===== config.mk =====
export PLATFORM = sky130hd
export DESIGN_NAME = occupancy_feedback_scheduler_flat
export DESIGN_NICKNAME = d
export VERILOG_FILES = /design/src/rtl/ofs_pkg.sv /design/src/rtl/ofs_in_if.sv /design/src/rtl/ofs_out_if.sv /design/src/rtl/ofs_front.sv /design/src/rtl/ofs_queue.sv /design/src/rtl/ofs_back.sv /design/src/rtl/occupancy_feedback_scheduler.sv /design/src/flat_wrapper.sv
export SDC_FILE = /design/constraint.sdc
export NUM_CORES = 1
export LEC_CHECK = 0
export BUFFER_PORTS_ARGS = -buffer_cell sky130_fd_sc_hd__buf_2
export CAP_MARGIN = 20
export CORE_ASPECT_RATIO = 1.4
export CORE_MARGIN = 4
export CORE_UTILIZATION = 31
export CTS_CLUSTER_DIAMETER = 120
export CTS_CLUSTER_SIZE = 10
export DETAILED_ROUTE_END_ITERATION = 8
export HOLD_SLACK_MARGIN = 0.1
export PLACE_DENSITY = 0.43
export SYNTH_ARGS = -nofsm -noshare
export SYNTH_HDL_FRONTEND = slang
export SYNTH_SLANG_ARGS = --single-unit
export TNS_END_PERCENT = 10

===== constraint.sdc =====
create_clock -name i_clk -period 3.7 [get_ports i_clk]
set_input_delay 0.185 -clock i_clk [delete_from_list [all_inputs] [get_ports i_clk]]
set_output_delay 0.185 -clock i_clk [all_outputs]
set_load 0.1 [all_outputs]

===== src/rtl/ofs_pkg.sv =====
// ----------------------------------------------------------------------------
// Occupancy feedback scheduler package
// Shared constants, register indexes and the item types that pass between
// the front end, the command queue and the back end.
// ----------------------------------------------------------------------------
package ofs_pkg;

    localparam int NUM_PINS   = 8;
    localparam int NUM_BITS   = 8;
    localparam int MAP_W      = 3;
    localparam int CFG_DATA_W = 24;
    localparam int CFG_IDX_W  = 2;

    localparam logic [CFG_DATA_W-1:0] PIN_MAP_RESET = 24'hFAC688;

    // Bit positions inside a feedback nibble item.
    localparam int BIT_D0     = 7;
    localparam int BIT_D1     = 6;
    localparam int BIT_D2     = 5;
    localparam int BIT_D3     = 4;
    localparam int BIT_NIBBLE = 3;

    localparam int MAX_RESULTS = 4;
    localparam int RES_CNT_W   = 3;

    localparam int QUEUE_DEPTH_DEFAULT = 2;

    localparam logic KIND_RELAY  = 1'b0;
    localparam logic KIND_NIBBLE = 1'b1;

    typedef enum logic [CFG_IDX_W-1:0] {
        CFG_REVERSER = 2'd0,
        CFG_PIN_MAP  = 2'd1,
        CFG_TX_COUNT = 2'd2,
        CFG_BUS_ADDR = 2'd3
    } t_cfg_idx;

    // One classified feedback period, as handed from the front to the back.
    typedef struct packed {
        logic                relay_on;
        logic                relay_off;
        logic [NUM_BITS-1:0] want_on;
        logic [NUM_BITS-1:0] want_off;
        logic [1:0]          count;
        logic                send_en;
        logic                bus_active;
        logic                uart_busy;
    } t_cmd;

    typedef struct packed {
        logic       kind;
        logic [7:0] payload;
        logic       last;
    } t_res;

    // Builds the data byte of a feedback nibble from its four bits.
    function automatic logic [7:0] f_nibble(input logic [3:0] bits, input logic hi);
        logic [7:0] b;
        b             = 8'd0;
        b[BIT_D0]     = bits[0];
        b[BIT_D1]     = bits[1];
        b[BIT_D2]     = bits[2];
        b[BIT_D3]     = bits[3];
        b[BIT_NIBBLE] = hi;
        return b;
    endfunction

endpackage


===== src/rtl/ofs_in_if.sv =====
// ----------------------------------------------------------------------------
// Feedback period input channel
// Valid/ready channel that carries one feedback period per item.
// ----------------------------------------------------------------------------
interface ofs_in_if;
    logic       valid;
    logic       ready;
    logic [7:0] occupied_pins;
    logic [7:0] free_pins;
    logic       uart_busy;
    logic       bus_active;
    logic       startup_phase;

    modport source (
        output valid, occupied_pins, free_pins, uart_busy, bus_active, startup_phase,
        input  ready
    );
    modport sink (
        input  valid, occupied_pins, free_pins, uart_busy, bus_active, startup_phase,
        output ready
    );
endinterface


===== src/rtl/ofs_out_if.sv =====
// ----------------------------------------------------------------------------
// Scheduler result channel
// Valid/ready channel that carries one relay command or feedback byte per item.
// ----------------------------------------------------------------------------
interface ofs_out_if;
    logic       valid;
    logic       ready;
    logic       kind;
    logic [7:0] payload;
    logic       last;

    modport source (output valid, kind, payload, last, input ready);
    modport sink   (input valid, kind, payload, last, output ready);
endinterface


===== src/rtl/ofs_front.sv =====
// ----------------------------------------------------------------------------
// Scheduler front end
// Holds the configuration registers, accepts feedback periods and classifies
// each into relay requests and per-bit on/off wishes for the back end.
// ----------------------------------------------------------------------------
module ofs_front
    import ofs_pkg::*;
(
    input  logic                  i_clk,
    input  logic                  i_rst_n,
    input  logic                  i_cfg_we,
    input  logic [CFG_IDX_W-1:0]  i_cfg_idx,
    input  logic [CFG_DATA_W-1:0] i_cfg_data,
    ofs_in_if.sink                i_in,
    input  logic                  i_queue_full,
    output logic                  o_push,
    output t_cmd                  o_cmd
);

    logic                  r_reverser;
    logic [CFG_DATA_W-1:0] r_pin_map;
    logic [1:0]            r_tx_count;
    logic [7:0]            r_bus_addr;

    always_ff @(posedge i_clk) begin
        if (!i_rst_n) begin
            r_reverser <= 1'b0;
            r_pin_map  <= PIN_MAP_RESET;
            r_tx_count <= 2'd1;
            r_bus_addr <= 8'd0;
        end else if (i_cfg_we) begin
            case (t_cfg_idx'(i_cfg_idx))
                CFG_REVERSER: r_reverser <= i_cfg_data[0];
                CFG_PIN_MAP:  r_pin_map  <= i_cfg_data;
                CFG_TX_COUNT: r_tx_count <= i_cfg_data[1:0];
                CFG_BUS_ADDR: r_bus_addr <= i_cfg_data[7:0];
                default: begin
                end
            endcase
        end
    end

    assign i_in.ready = !i_queue_full;
    assign o_push     = i_in.valid && !i_queue_full;

    // A pin that is both occupied and free counts on both sides.
    always_comb begin
        logic [MAP_W-1:0] tgt;
        o_cmd          = '0;
        o_cmd.want_off = '1;
        for (int i = 0; i < NUM_PINS; i++) begin
            tgt = r_reverser ? r_pin_map[MAP_W*i +: MAP_W] : MAP_W'(i);
            if (i_in.occupied_pins[i]) begin
                o_cmd.want_on[tgt] = 1'b1;
            end
            if (!i_in.free_pins[i]) begin
                o_cmd.want_off[tgt] = 1'b0;
            end
        end
        o_cmd.relay_on   = r_reverser && (i_in.occupied_pins[2:1] != 2'b00);
        o_cmd.relay_off  = r_reverser && (i_in.occupied_pins[5:4] != 2'b00);
        o_cmd.count      = (r_tx_count == 2'd0) ? 2'd1 : r_tx_count;
        o_cmd.send_en    = (r_bus_addr != 8'd0) && !i_in.startup_phase;
        o_cmd.bus_active = i_in.bus_active;
        o_cmd.uart_busy  = i_in.uart_busy;
    end

endmodule


===== src/rtl/ofs_queue.sv =====
// ----------------------------------------------------------------------------
// Scheduler command queue
// Short FIFO of classified periods between the front end and the back end.
// ----------------------------------------------------------------------------
module ofs_queue
    import ofs_pkg::*;
#(
    parameter int DEPTH = QUEUE_DEPTH_DEFAULT
) (
    input  logic                       i_clk,
    input  logic                       i_rst_n,
    input  logic                       i_push,
    input  t_cmd                       i_wdata,
    output logic                       o_full,
    input  logic                       i_pop,
    output logic                       o_valid,
    output t_cmd                       o_rdata,
    output logic [$clog2(DEPTH+1)-1:0] o_count
);

    localparam int PW = $clog2(DEPTH);
    localparam int CW = $clog2(DEPTH + 1);

    t_cmd          r_mem [DEPTH];
    logic [PW-1:0] r_wr;
    logic [PW-1:0] r_rd;
    logic [CW-1:0] r_cnt;
    logic          do_push;
    logic          do_pop;

    assign o_full  = (r_cnt == CW'(DEPTH));
    assign o_valid = (r_cnt != '0);
    assign o_rdata = r_mem[r_rd];
    assign o_count = r_cnt;
    assign do_push = i_push && !o_full;
    assign do_pop  = i_pop && o_valid;

    always_ff @(posedge i_clk) begin
        if (do_push) begin
            r_mem[r_wr] <= i_wdata;
        end
    end

    always_ff @(posedge i_clk) begin
        if (!i_rst_n) begin
            r_wr  <= '0;
            r_rd  <= '0;
            r_cnt <= '0;
        end else begin
            if (do_push) begin
                r_wr <= (r_wr == PW'(DEPTH - 1)) ? '0 : r_wr + 1'b1;
            end
            if (do_pop) begin
                r_rd <= (r_rd == PW'(DEPTH - 1)) ? '0 : r_rd + 1'b1;
            end
            if (do_push && !do_pop) begin
                r_cnt <= r_cnt + 1'b1;
            end else if (do_pop && !do_push) begin
                r_cnt <= r_cnt - 1'b1;
            end
        end
    end

endmodule


===== src/rtl/ofs_back.sv =====
// ----------------------------------------------------------------------------
// Scheduler back end
// Owns the feedback state, applies one classified period per pop and drains
// its relay commands and nibble bytes one per cycle while the output is ready.
// ----------------------------------------------------------------------------
module ofs_back
    import ofs_pkg::*;
(
    input  logic                 i_clk,
    input  logic                 i_rst_n,
    input  logic                 i_cmd_valid,
    input  t_cmd                 i_cmd,
    output logic                 o_pop,
    ofs_out_if.source            o_out,
    output logic [RES_CNT_W-1:0] o_res_cnt
);

    logic [NUM_BITS-1:0]      r_sent;
    logic [NUM_BITS-1:0]      r_pend;
    logic [NUM_BITS-1:0][1:0] r_sl;
    logic                     r_conn;
    t_res                     r_res [MAX_RESULTS];
    logic [RES_CNT_W-1:0]     r_cnt;

    logic [NUM_BITS-1:0]      n_sent;
    logic [NUM_BITS-1:0]      n_pend;
    logic [NUM_BITS-1:0][1:0] n_sl;
    logic                     n_conn;
    t_res                     n_res [MAX_RESULTS];
    logic [RES_CNT_W-1:0]     n_cnt;

    logic take;
    logic can_load;

    assign o_out.valid   = (r_cnt != '0);
    assign o_out.kind    = r_res[0].kind;
    assign o_out.payload = r_res[0].payload;
    assign o_out.last    = r_res[0].last;
    assign o_res_cnt     = r_cnt;

    assign take     = o_out.valid && o_out.ready;
    assign can_load = (r_cnt == '0) || ((r_cnt == RES_CNT_W'(1)) && take);
    assign o_pop    = i_cmd_valid && can_load;

    always_comb begin
        logic [NUM_BITS-1:0]      pend_w;
        logic [NUM_BITS-1:0][1:0] sl_w;
        logic                     due_lo;
        logic                     due_hi;
        logic                     send_lo;
        logic                     send_hi;
        t_res                     cand [MAX_RESULTS];
        logic [MAX_RESULTS-1:0]   cand_v;
        t_res                     list [MAX_RESULTS];
        logic [RES_CNT_W-1:0]     k;
        logic [RES_CNT_W-1:0]     k_last;

        pend_w = r_pend;
        sl_w   = r_sl;
        for (int i = 0; i < NUM_BITS; i++) begin
            if (i_cmd.want_on[i] && !r_sent[i]) begin
                pend_w[i] = 1'b1;
                sl_w[i]   = i_cmd.count;
            end
            if (i_cmd.want_off[i] && r_sent[i]) begin
                pend_w[i] = 1'b0;
                sl_w[i]   = i_cmd.count;
            end
        end
        due_lo = (sl_w[0] != 2'd0) || (sl_w[1] != 2'd0) || (sl_w[2] != 2'd0)
              || (sl_w[3] != 2'd0);
        due_hi = (sl_w[4] != 2'd0) || (sl_w[5] != 2'd0) || (sl_w[6] != 2'd0)
              || (sl_w[7] != 2'd0);

        // Registration sends both nibbles once; afterwards one nibble per
        // idle UART period, low nibble first.
        send_lo = 1'b0;
        send_hi = 1'b0;
        n_conn  = r_conn;
        if (i_cmd.send_en) begin
            if (!r_conn) begin
                if (i_cmd.bus_active) begin
                    send_lo = 1'b1;
                    send_hi = 1'b1;
                    n_conn  = 1'b1;
                end
            end else if (!i_cmd.uart_busy) begin
                if (due_lo) begin
                    send_lo = 1'b1;
                end else if (due_hi) begin
                    send_hi = 1'b1;
                end
            end
        end

        n_sent = r_sent;
        n_pend = pend_w;
        n_sl   = sl_w;
        for (int i = 0; i < NUM_BITS; i++) begin
            if ((i < 4) ? send_lo : send_hi) begin
                n_sent[i] = pend_w[i];
                if (sl_w[i] != 2'd0) begin
                    n_sl[i] = sl_w[i] - 2'd1;
                end
            end
        end

        cand[0] = '{kind: KIND_RELAY, payload: 8'd1, last: 1'b0};
        cand[1] = '{kind: KIND_RELAY, payload: 8'd0, last: 1'b0};
        cand[2] = '{kind: KIND_NIBBLE,
                    payload: send_lo ? f_nibble(pend_w[3:0], 1'b0)
                                     : f_nibble(pend_w[7:4], 1'b1),
                    last: 1'b0};
        cand[3] = '{kind: KIND_NIBBLE, payload: f_nibble(pend_w[7:4], 1'b1), last: 1'b0};
        cand_v  = {send_lo && send_hi, send_lo || send_hi, i_cmd.relay_off, i_cmd.relay_on};

        for (int j = 0; j < MAX_RESULTS; j++) begin
            list[j] = cand[j];
        end
        k = '0;
        for (int j = 0; j < MAX_RESULTS; j++) begin
            if (cand_v[j]) begin
                list[k[1:0]] = cand[j];
                k            = k + 1'b1;
            end
        end
        k_last = k - 1'b1;
        if (k != '0) begin
            list[k_last[1:0]].last = 1'b1;
        end

        // The list holds still while the head result waits to be taken.
        n_res = r_res;
        n_cnt = r_cnt;
        if (o_pop) begin
            n_res = list;
            n_cnt = k;
        end else if (take) begin
            for (int j = 0; j < MAX_RESULTS - 1; j++) begin
                n_res[j] = r_res[j + 1];
            end
            n_cnt = r_cnt - 1'b1;
        end
    end

    always_ff @(posedge i_clk) begin
        r_res <= n_res;
    end

    always_ff @(posedge i_clk) begin
        if (!i_rst_n) begin
            r_sent <= '0;
            r_pend <= '0;
            r_sl   <= '0;
            r_conn <= 1'b0;
            r_cnt  <= '0;
        end else begin
            r_cnt <= n_cnt;
            if (o_pop) begin
                r_sent <= n_sent;
                r_pend <= n_pend;
                r_sl   <= n_sl;
                r_conn <= n_conn;
            end
        end
    end

endmodule


===== src/rtl/occupancy_feedback_scheduler.sv =====
// ----------------------------------------------------------------------------
// Occupancy feedback scheduler
// With the queue and result list empty, an accepted item is written into the
// queue, popped into the registered result list, and its first result is then
// offered; an item's results leave the list one at a time.
// Throughput: while the result channel is ready, one item per cycle if each item
// causes at most one result; otherwise set by the list, one result per cycle.
// Reset: synchronous, active low; registers take their defaults, the
// feedback state and connection flag clear, and the queue empties.
// ----------------------------------------------------------------------------
module occupancy_feedback_scheduler
    import ofs_pkg::*;
#(
    parameter int QUEUE_DEPTH = QUEUE_DEPTH_DEFAULT
) (
    input  logic                  i_clk,
    input  logic                  i_rst_n,
    input  logic                  i_cfg_we,
    input  logic [CFG_IDX_W-1:0]  i_cfg_idx,
    input  logic [CFG_DATA_W-1:0] i_cfg_data,
    ofs_in_if.sink                i_in,
    ofs_out_if.source             o_out
);

    // The front end turns each accepted period into a command: the two relay
    // requests of reverser mode, and for every feedback bit whether it should
    // be on (some mapped pin occupied) and whether it may go off (all mapped
    // pins free). It needs no state of its own beyond the configuration, so
    // it keeps accepting items as long as the queue has room.
    logic                           push;
    logic                           q_full;
    logic                           q_valid;
    logic                           pop;
    logic [$clog2(QUEUE_DEPTH+1)-1:0] q_count;
    logic [RES_CNT_W-1:0]           res_cnt;
    t_cmd                           cmd_in;
    t_cmd                           cmd_out;

    ofs_front u_front (
        .i_clk        (i_clk),
        .i_rst_n      (i_rst_n),
        .i_cfg_we     (i_cfg_we),
        .i_cfg_idx    (i_cfg_idx),
        .i_cfg_data   (i_cfg_data),
        .i_in         (i_in),
        .i_queue_full (q_full),
        .o_push       (push),
        .o_cmd        (cmd_in)
    );

    // The queue decouples classification from execution, so a stalled
    // result channel does not stop input items at once.
    ofs_queue #(
        .DEPTH (QUEUE_DEPTH)
    ) u_queue (
        .i_clk   (i_clk),
        .i_rst_n (i_rst_n),
        .i_push  (push),
        .i_wdata (cmd_in),
        .o_full  (q_full),
        .i_pop   (pop),
        .o_valid (q_valid),
        .o_rdata (cmd_out),
        .o_count (q_count)
    );

    // The back end applies one command per pop: it updates pending values
    // and retry counters, decides on registration or a nibble send, and
    // loads the item's results into a small result list. A new command is
    // popped while the last result of the previous one is being taken.
    ofs_back u_back (
        .i_clk       (i_clk),
        .i_rst_n     (i_rst_n),
        .i_cmd_valid (q_valid),
        .i_cmd       (cmd_out),
        .o_pop       (pop),
        .o_out       (o_out),
        .o_res_cnt   (res_cnt)
    );

    // The queue never holds more commands than it has entries.
    a_queue_bound: assert property (@(posedge i_clk) disable iff (!i_rst_n)
        q_count <= QUEUE_DEPTH)
        else $error("command queue count exceeds its depth");

    // Input is held off only when the queue is full.
    a_ready_full: assert property (@(posedge i_clk) disable iff (!i_rst_n)
        !i_in.ready |-> q_full)
        else $error("input stalled while the queue has room");

    // The result list never holds more than four results.
    a_res_bound: assert property (@(posedge i_clk) disable iff (!i_rst_n)
        res_cnt <= RES_CNT_W'(MAX_RESULTS))
        else $error("result list overflow");

    // The final result waiting in the list always closes its item.
    a_last_mark: assert property (@(posedge i_clk) disable iff (!i_rst_n)
        (o_out.valid && res_cnt == RES_CNT_W'(1)) |-> o_out.last)
        else $error("final result of an item lacks its last mark");

    // A result is offered exactly when the list is not empty.
    a_valid_cnt: assert property (@(posedge i_clk) disable iff (!i_rst_n)
        o_out.valid == (res_cnt != '0))
        else $error("result valid disagrees with the result count");

endmodule

===== src/flat_wrapper.sv =====
// flat-port wrapper written by rule: the top's interface ports become plain ports
module occupancy_feedback_scheduler_flat import ofs_pkg::*;
#(
    parameter int QUEUE_DEPTH = QUEUE_DEPTH_DEFAULT
)
  (i_clk, i_rst_n, i_cfg_we, i_cfg_idx, i_cfg_data, i_in_valid, i_in_occupied_pins, i_in_free_pins, i_in_uart_busy, i_in_bus_active, i_in_startup_phase, i_in_ready, o_out_valid, o_out_kind, o_out_payload, o_out_last, o_out_ready);
  ofs_in_if i_in_i ();
  ofs_out_if o_out_i ();
  input  logic i_clk;
  input  logic i_rst_n;
  input  logic i_cfg_we;
  input  logic [CFG_IDX_W-1:0] i_cfg_idx;
  input  logic [CFG_DATA_W-1:0] i_cfg_data;
  input wire logic [$bits(i_in_i.valid)-1:0] i_in_valid;
  input wire logic [$bits(i_in_i.occupied_pins)-1:0] i_in_occupied_pins;
  input wire logic [$bits(i_in_i.free_pins)-1:0] i_in_free_pins;
  input wire logic [$bits(i_in_i.uart_busy)-1:0] i_in_uart_busy;
  input wire logic [$bits(i_in_i.bus_active)-1:0] i_in_bus_active;
  input wire logic [$bits(i_in_i.startup_phase)-1:0] i_in_startup_phase;
  output wire logic [$bits(i_in_i.ready)-1:0] i_in_ready;
  output wire logic [$bits(o_out_i.valid)-1:0] o_out_valid;
  output wire logic [$bits(o_out_i.kind)-1:0] o_out_kind;
  output wire logic [$bits(o_out_i.payload)-1:0] o_out_payload;
  output wire logic [$bits(o_out_i.last)-1:0] o_out_last;
  input wire logic [$bits(o_out_i.ready)-1:0] o_out_ready;
  assign i_in_i.valid = i_in_valid;
  assign i_in_i.occupied_pins = i_in_occupied_pins;
  assign i_in_i.free_pins = i_in_free_pins;
  assign i_in_i.uart_busy = i_in_uart_busy;
  assign i_in_i.bus_active = i_in_bus_active;
  assign i_in_i.startup_phase = i_in_startup_phase;
  assign i_in_ready = i_in_i.ready;
  assign o_out_valid = o_out_i.valid;
  assign o_out_kind = o_out_i.kind;
  assign o_out_payload = o_out_i.payload;
  assign o_out_last = o_out_i.last;
  assign o_out_i.ready = o_out_ready;
  occupancy_feedback_scheduler #(.QUEUE_DEPTH(QUEUE_DEPTH)) u_core (.i_clk(i_clk), .i_rst_n(i_rst_n), .i_cfg_we(i_cfg_we), .i_cfg_idx(i_cfg_idx), .i_cfg_data(i_cfg_data), .i_in(i_in_i), .o_out(o_out_i));
endmodule

# Word-level counts from Yosys, hierarchy flattened
# Memories as Yosys holds them, arrays and structs flattened. A register that Yosys moved wholly into a read port is not among the register bits.
# Cells that the tools add are included.
# op_classes
bitwise_logic	28
add_sub_neg	17
eq_ne	5
n_lt_le_gt_ge	24
n_reduce_logical	86
muxes	132
# ops
op	count
40-bit 2-to-1 mux	4
8-bit 2-to-1 mux	17
40-bit bitwise mux	3
10-bit demux with 2-bit select	4
2-bit 2-to-1 mux	35
8-bit NOT	8
30-bit 2-to-1 mux	2
8-bit bitwise AND	7
8-bit OR	7
1-bit 2-to-1 mux	43
32-bit by 40-bit bitwise AND with 40-bit output	1
1-bit logical AND	40
40-bit NOT	1
3-bit 2-to-1 mux	13
3-bit by 4-bit < comparator with 1-bit output, second input constant	8
10-bit 2-to-1 mux	3
2-bit nonzero test	13
1-bit demux with 3-bit select	8
3-bit by 1-bit >= comparator with 1-bit output, second input constant	8
2-bit by 1-bit subtractor with 2-bit output, second input constant	10
2-bit AND reduction	7
3-bit >= comparator, second input constant	4
1-bit zero test	12
3-bit by 1-bit < comparator with 1-bit output, second input constant	4
other kinds (13)	30
# totals
output_inout_bits	12
in_bits	50
wordCells	325
ram_bits	46
memories	1
ff_bits	115
# mem_list
name	depth	word_bits	read_ports	rd_clocked_by_memory_dff	write_ports	line	text
u_core.u_queue.r_mem	2	23	1	1	1	ofs_queue.sv:24	t_cmd r_mem [DEPTH];

# Depth between registers and ports, before layout
# depth
ltp_word	26
depth_mapped	16
mapped_depth_nobuf	12

# Cells and area by module
# From an unflattened synthesis, not the netlist that was laid out.
# hier_totals
cells_unflattened	863
hier_area_um2	8207.9
# by_module_without_submodules
module	instances	area_per_inst_um2	seq_area_each_um2	cells_per_inst
ofs_back	1	3607.2	1531.5	395
ofs_front	1	2713.9	700.7	372
ofs_queue	1	1886.8	1481.4	96

# Worst setup path after synthesis
# No wires, ideal clock.
# synth_timing
path_type	register to register
startpoint	register with a tool-made name
endpoint	register u_core.u_back.r_res[10] (netlist bit) (data pin)
period_less_slack_ns	3.365
required_time_ns	3.444
setup_time_ns	0.256
setup_slack_ns	0.335
stages_incl_launch_ff	16
t_arrival_ns	3.110
path_buffers	4
cell_sequence	dfxtp_1 -> buf_6 -> buf_6 -> buf_4 -> mux2i_1 -> mux2i_1 -> o22a_1 -> and4_4 -> a21oi_2 -> o21ba_2 -> buf_2 -> mux2i_1 -> ha_1 -> a2bb2oi_1 -> nand3_1 -> a31o_2
# synth_lines
item	line	text
end signal: assignment	ofs_back.sv:147	r_res <= n_res;
end: declaration	ofs_back.sv:22	t_res r_res [MAX_RESULTS];

==> results by group <==
Run status
  • Status: complete, no violations

Power
  • Switching power: 3170 uW
  • Sequential Power Share: 0.325
  • Comb power frac: 0.454
  • Total power: 7650 uW
  • Leakage: 0.00377 uW
  • VDD IR max: 0.000323 V
  • P per Cell Area: 764 mW/mm2
  • Internal: 4480 uW
  • Net Sw Frac: 0.414
  • Clock power frac: 0.220

Floorplan
  • Width of the die: 147 um
  • Row count: 71
  • Top-level I/O count: 62
  • Die height: 203 um
  • Starting density of the core: 0.314
  • Die ar.: 0.0299 mm2
  • CORE AREA: 0.0268 mm2

Timing
  • Final worst slack: 299 ps
  • Max Freq: 294 MHz
  • Slew margin rel.: 0.380
  • Final min period: 3400 ps
  • Final setup violation count: 0
  • RSZ-0062 raised after global routing: false
  • Hold Fails Final Rpt: 0
  • Final worst-path cycle share: 0.919
  • TNS Setup: 0 ps
  • Max Slew Vio Count: 0
  • Slew @ Worst Pin: 927 ps
  • Final Skew: 9.10 ps

Yosys
  • Gate Count Post-Synth: 910
  • Area leader, netlist: edfxtp_1
  • Synth Register Bits: 149
  • Most used DFF post-synth: dfxtp_1
  • Mean cell area of the mapped netlist: 9.26 um2
  • Sequential area share after synthesis: 0.441
  • Synth Warn #: 0
  • Cell Area, Synth: 0.00843 mm2
  • Synth top area share: 0.260
  • Post-synth ARST share: 0
  • Cell variety after synth: 70
  • Synth area leaders: edfxtp_1, dfxtp_1, mux2i_1, nand2_1, nor2_1
  • Post-synth EDFFs: 73

Placement
  • Gpl congestion: 0.969
  • Port bufs: 59
  • Pre-CTS WS: 8.54 ps
  • Post-Place Cells: 1,306
  • Detailed Place HPWL: 20,200 um

Global route
  • First-pass GRT wire length: 41,300 um
  • Vias in the first global route: 7,306
  • Grt ovf: 0
  • Initial antenna violation count: 0
  • Largest net degree at the start of global routing: 50
  • GRT Resource Usage Total: 0.178

Drt
  • Total iterations of the first detailed-routing run: 5
  • Drt total wl: 26,200 um
  • WL/cell: 19.1 um
  • Antenna-violating nets left: 0
  • Iteration-0 DRC Markers: 337
  • Vias: 7,046
  • Vias/cell: 5.14
  • DRC viols: 0

Setup path
  • Setup CP Type: flop to flop
  • Crit end category: flop
  • Crit-path max FO: 11
  • Type of origin of the critical path: flop
  • Worst EP required: 3880 ps
  • WP data arrival: 3580 ps

Final layout
  • Area delta synth->final: 18.9%
  • N_diodes: 0
  • Commonest cells after routing, fill and taps aside: nand2_1, dfxtp_1, edfxtp_1
  • Layout cells sized above 1: 0.169
  • Commonest non-fill, non-tap cell in the layout: nand2_1
  • Layout Cells excl Fill: 1,372
  • Final nets: 1,056

Clocking
  • CTS clock-pin slew for the worst setup and hold paths: 60 ps
  • Num CTS Buffers: 17
  • CTS root buf: clkbuf_16
  • H-tree depth: 4
  • Clock latency on the worst-skew pair: 430 ps
  • Clk buf depth: 2
  • CTS tree: built
  • Clock sinks: 149

Flow run
  • Max-cap viol count: 0

Worst hold path
  • Worst min path class: input pin to flop
==> repair_timing <==
action                                  CTS  global route
resized for setup                         0             1
endpoints found under the setup margin    0            18
endpoints found under the hold margin    41             0
hold buffers                             27             0
setup buffers                             0             7
==> power groups by stage <==
| stage | combinational, uW | sequential (uW) | clock, uW |
|---|---|---|---|
| final | 3480 | 2490 | 1690 |
| after global routing | 3830 | 2540 | 1800 |
| after CTS | 3470 | 2510 | 1750 |
| after detailed placement | 3430 | 2540 | 0 |
| after global placement | 3430 | 2550 | 0 |
| after floorplan | 2570 | 2520 | 0 |
==> Yosys cell counts (4+ instances only) <==
cell        n
o221ai_1    5
o32ai_1     4
a21boi_0   19
ha_1       12
buf_4      10
nor2b_1    27
a31oi_1    17
buf_6       4
nand4_1    10
nand3_1    34
o21a_1      5
o22ai_1    12
and3_1      6
a221oi_1    4
nor3b_1     8
inv_1      24
clkbuf_1   41
nor4_1      5
o211a_1     5
dfxtp_1    76
o211ai_1   13
mux2_2     18
mux2i_2     4
nand3b_1    9
nor2_1     72
xnor2_1     4
o21ai_0    36
nand2b_1   18
mux2i_1    54
a21oi_1    47
and2_1     12
edfxtp_1   73
nand2_1   130
a211oi_1    5
a32oi_1     4
mux4_2      5
nor3_1     15
a21o_1     10
==> worst max-delay path, cell delays in order (launching register included) <==
cell and delay (ps):
dfxtp_4 410, buf_4 130, mux4_2 560, nor3_2 220, o22ai_2 130, nor3_4 220
a21oi_2 80, o21ba_2 260, mux2i_1 240, ha_1 270, a2bb2oi_1 210, nand3_1 160
a31o_2 270
==> flip-flops by register name (all words and copies together) (netlist names), 2 cells and up, named ones only <==
| signal | flops |
|---|---|
| u_core.u_back.r_sl | 16 |
| u_core.u_front.r_tx_count | 2 |
| u_core.u_front.r_pin_map | 24 |
| u_core.u_queue.o_count | 2 |
| u_core.u_queue.r_mem | 46 |
| u_core.u_back.r_sent | 8 |
| u_core.u_back.o_out.payload | 6 |
| u_core.u_back.r_res | 19 |
| u_core.u_back.o_res_cnt | 3 |
| u_core.u_back.r_pend | 8 |
| u_core.u_front.r_bus_addr | 8 |
==> per-stage QoR <==
stage / hold WS [ps] / utilization / area, um2
detailed placement: 383 / 0.340 / 9130
CTS: 128 / 0.371 / 9970
finish: 162 / 0.374 / 10000
global placement: 382 / 0.340 / 9130
floorplan: 284 / - / 8430
global route: 164 / 0.374 / 10000
==> final cells by class <==
type / instances / area, um2
fillers: 2839 / 16800
multi-input cells: 676 / 4320
flip-flops and latches: 149 / 3720
repair buffers: 125 / 858
clock buffers: 21 / 473
well taps: 365 / 457
clock inverters: 11 / 97.6
inverters: 25 / 93.8
==> worst paths after layout <==
path,slack (ps),from,cells after the start,endpoint
max reg2reg,300,flop,12,u_core.u_back.r_res[10]
max,300,flop,12,u_core.u_back.r_res[10]
min reg2reg,470,u_core.u_back.r_pend[3],2,u_core.u_back.r_pend[3]
min,160,i_in_occupied_pins[6],3,u_core.u_queue.r_mem[1][19]
==> layer usage <==
layer / wire length (um) / vias up / global-route usage
met5: 0 / - / 0
li1: - / 3482 / -
met1: 10100 / 3288 / 0.188
met3: 906 / 77 / 0.0301
met2: 13900 / 199 / 0.335
met4: 1280 / 0 / 0.0959
==> kinds of logic (layout without fill, tap and decap cells) <==
logic type	count (synthesis)	after routing	synth area share
flops	149	149	0.441
mux	81	81	0.108
simple gates	356	356	0.203
buf+inv	86	182	0.0468
xor+xnor	7	7	0.00728
fa+ha+maj	12	12	0.0178
compound gates	217	217	0.175
other cells	2	3	0.000891
Note: power is estimated with default switching activity, not from simulation.
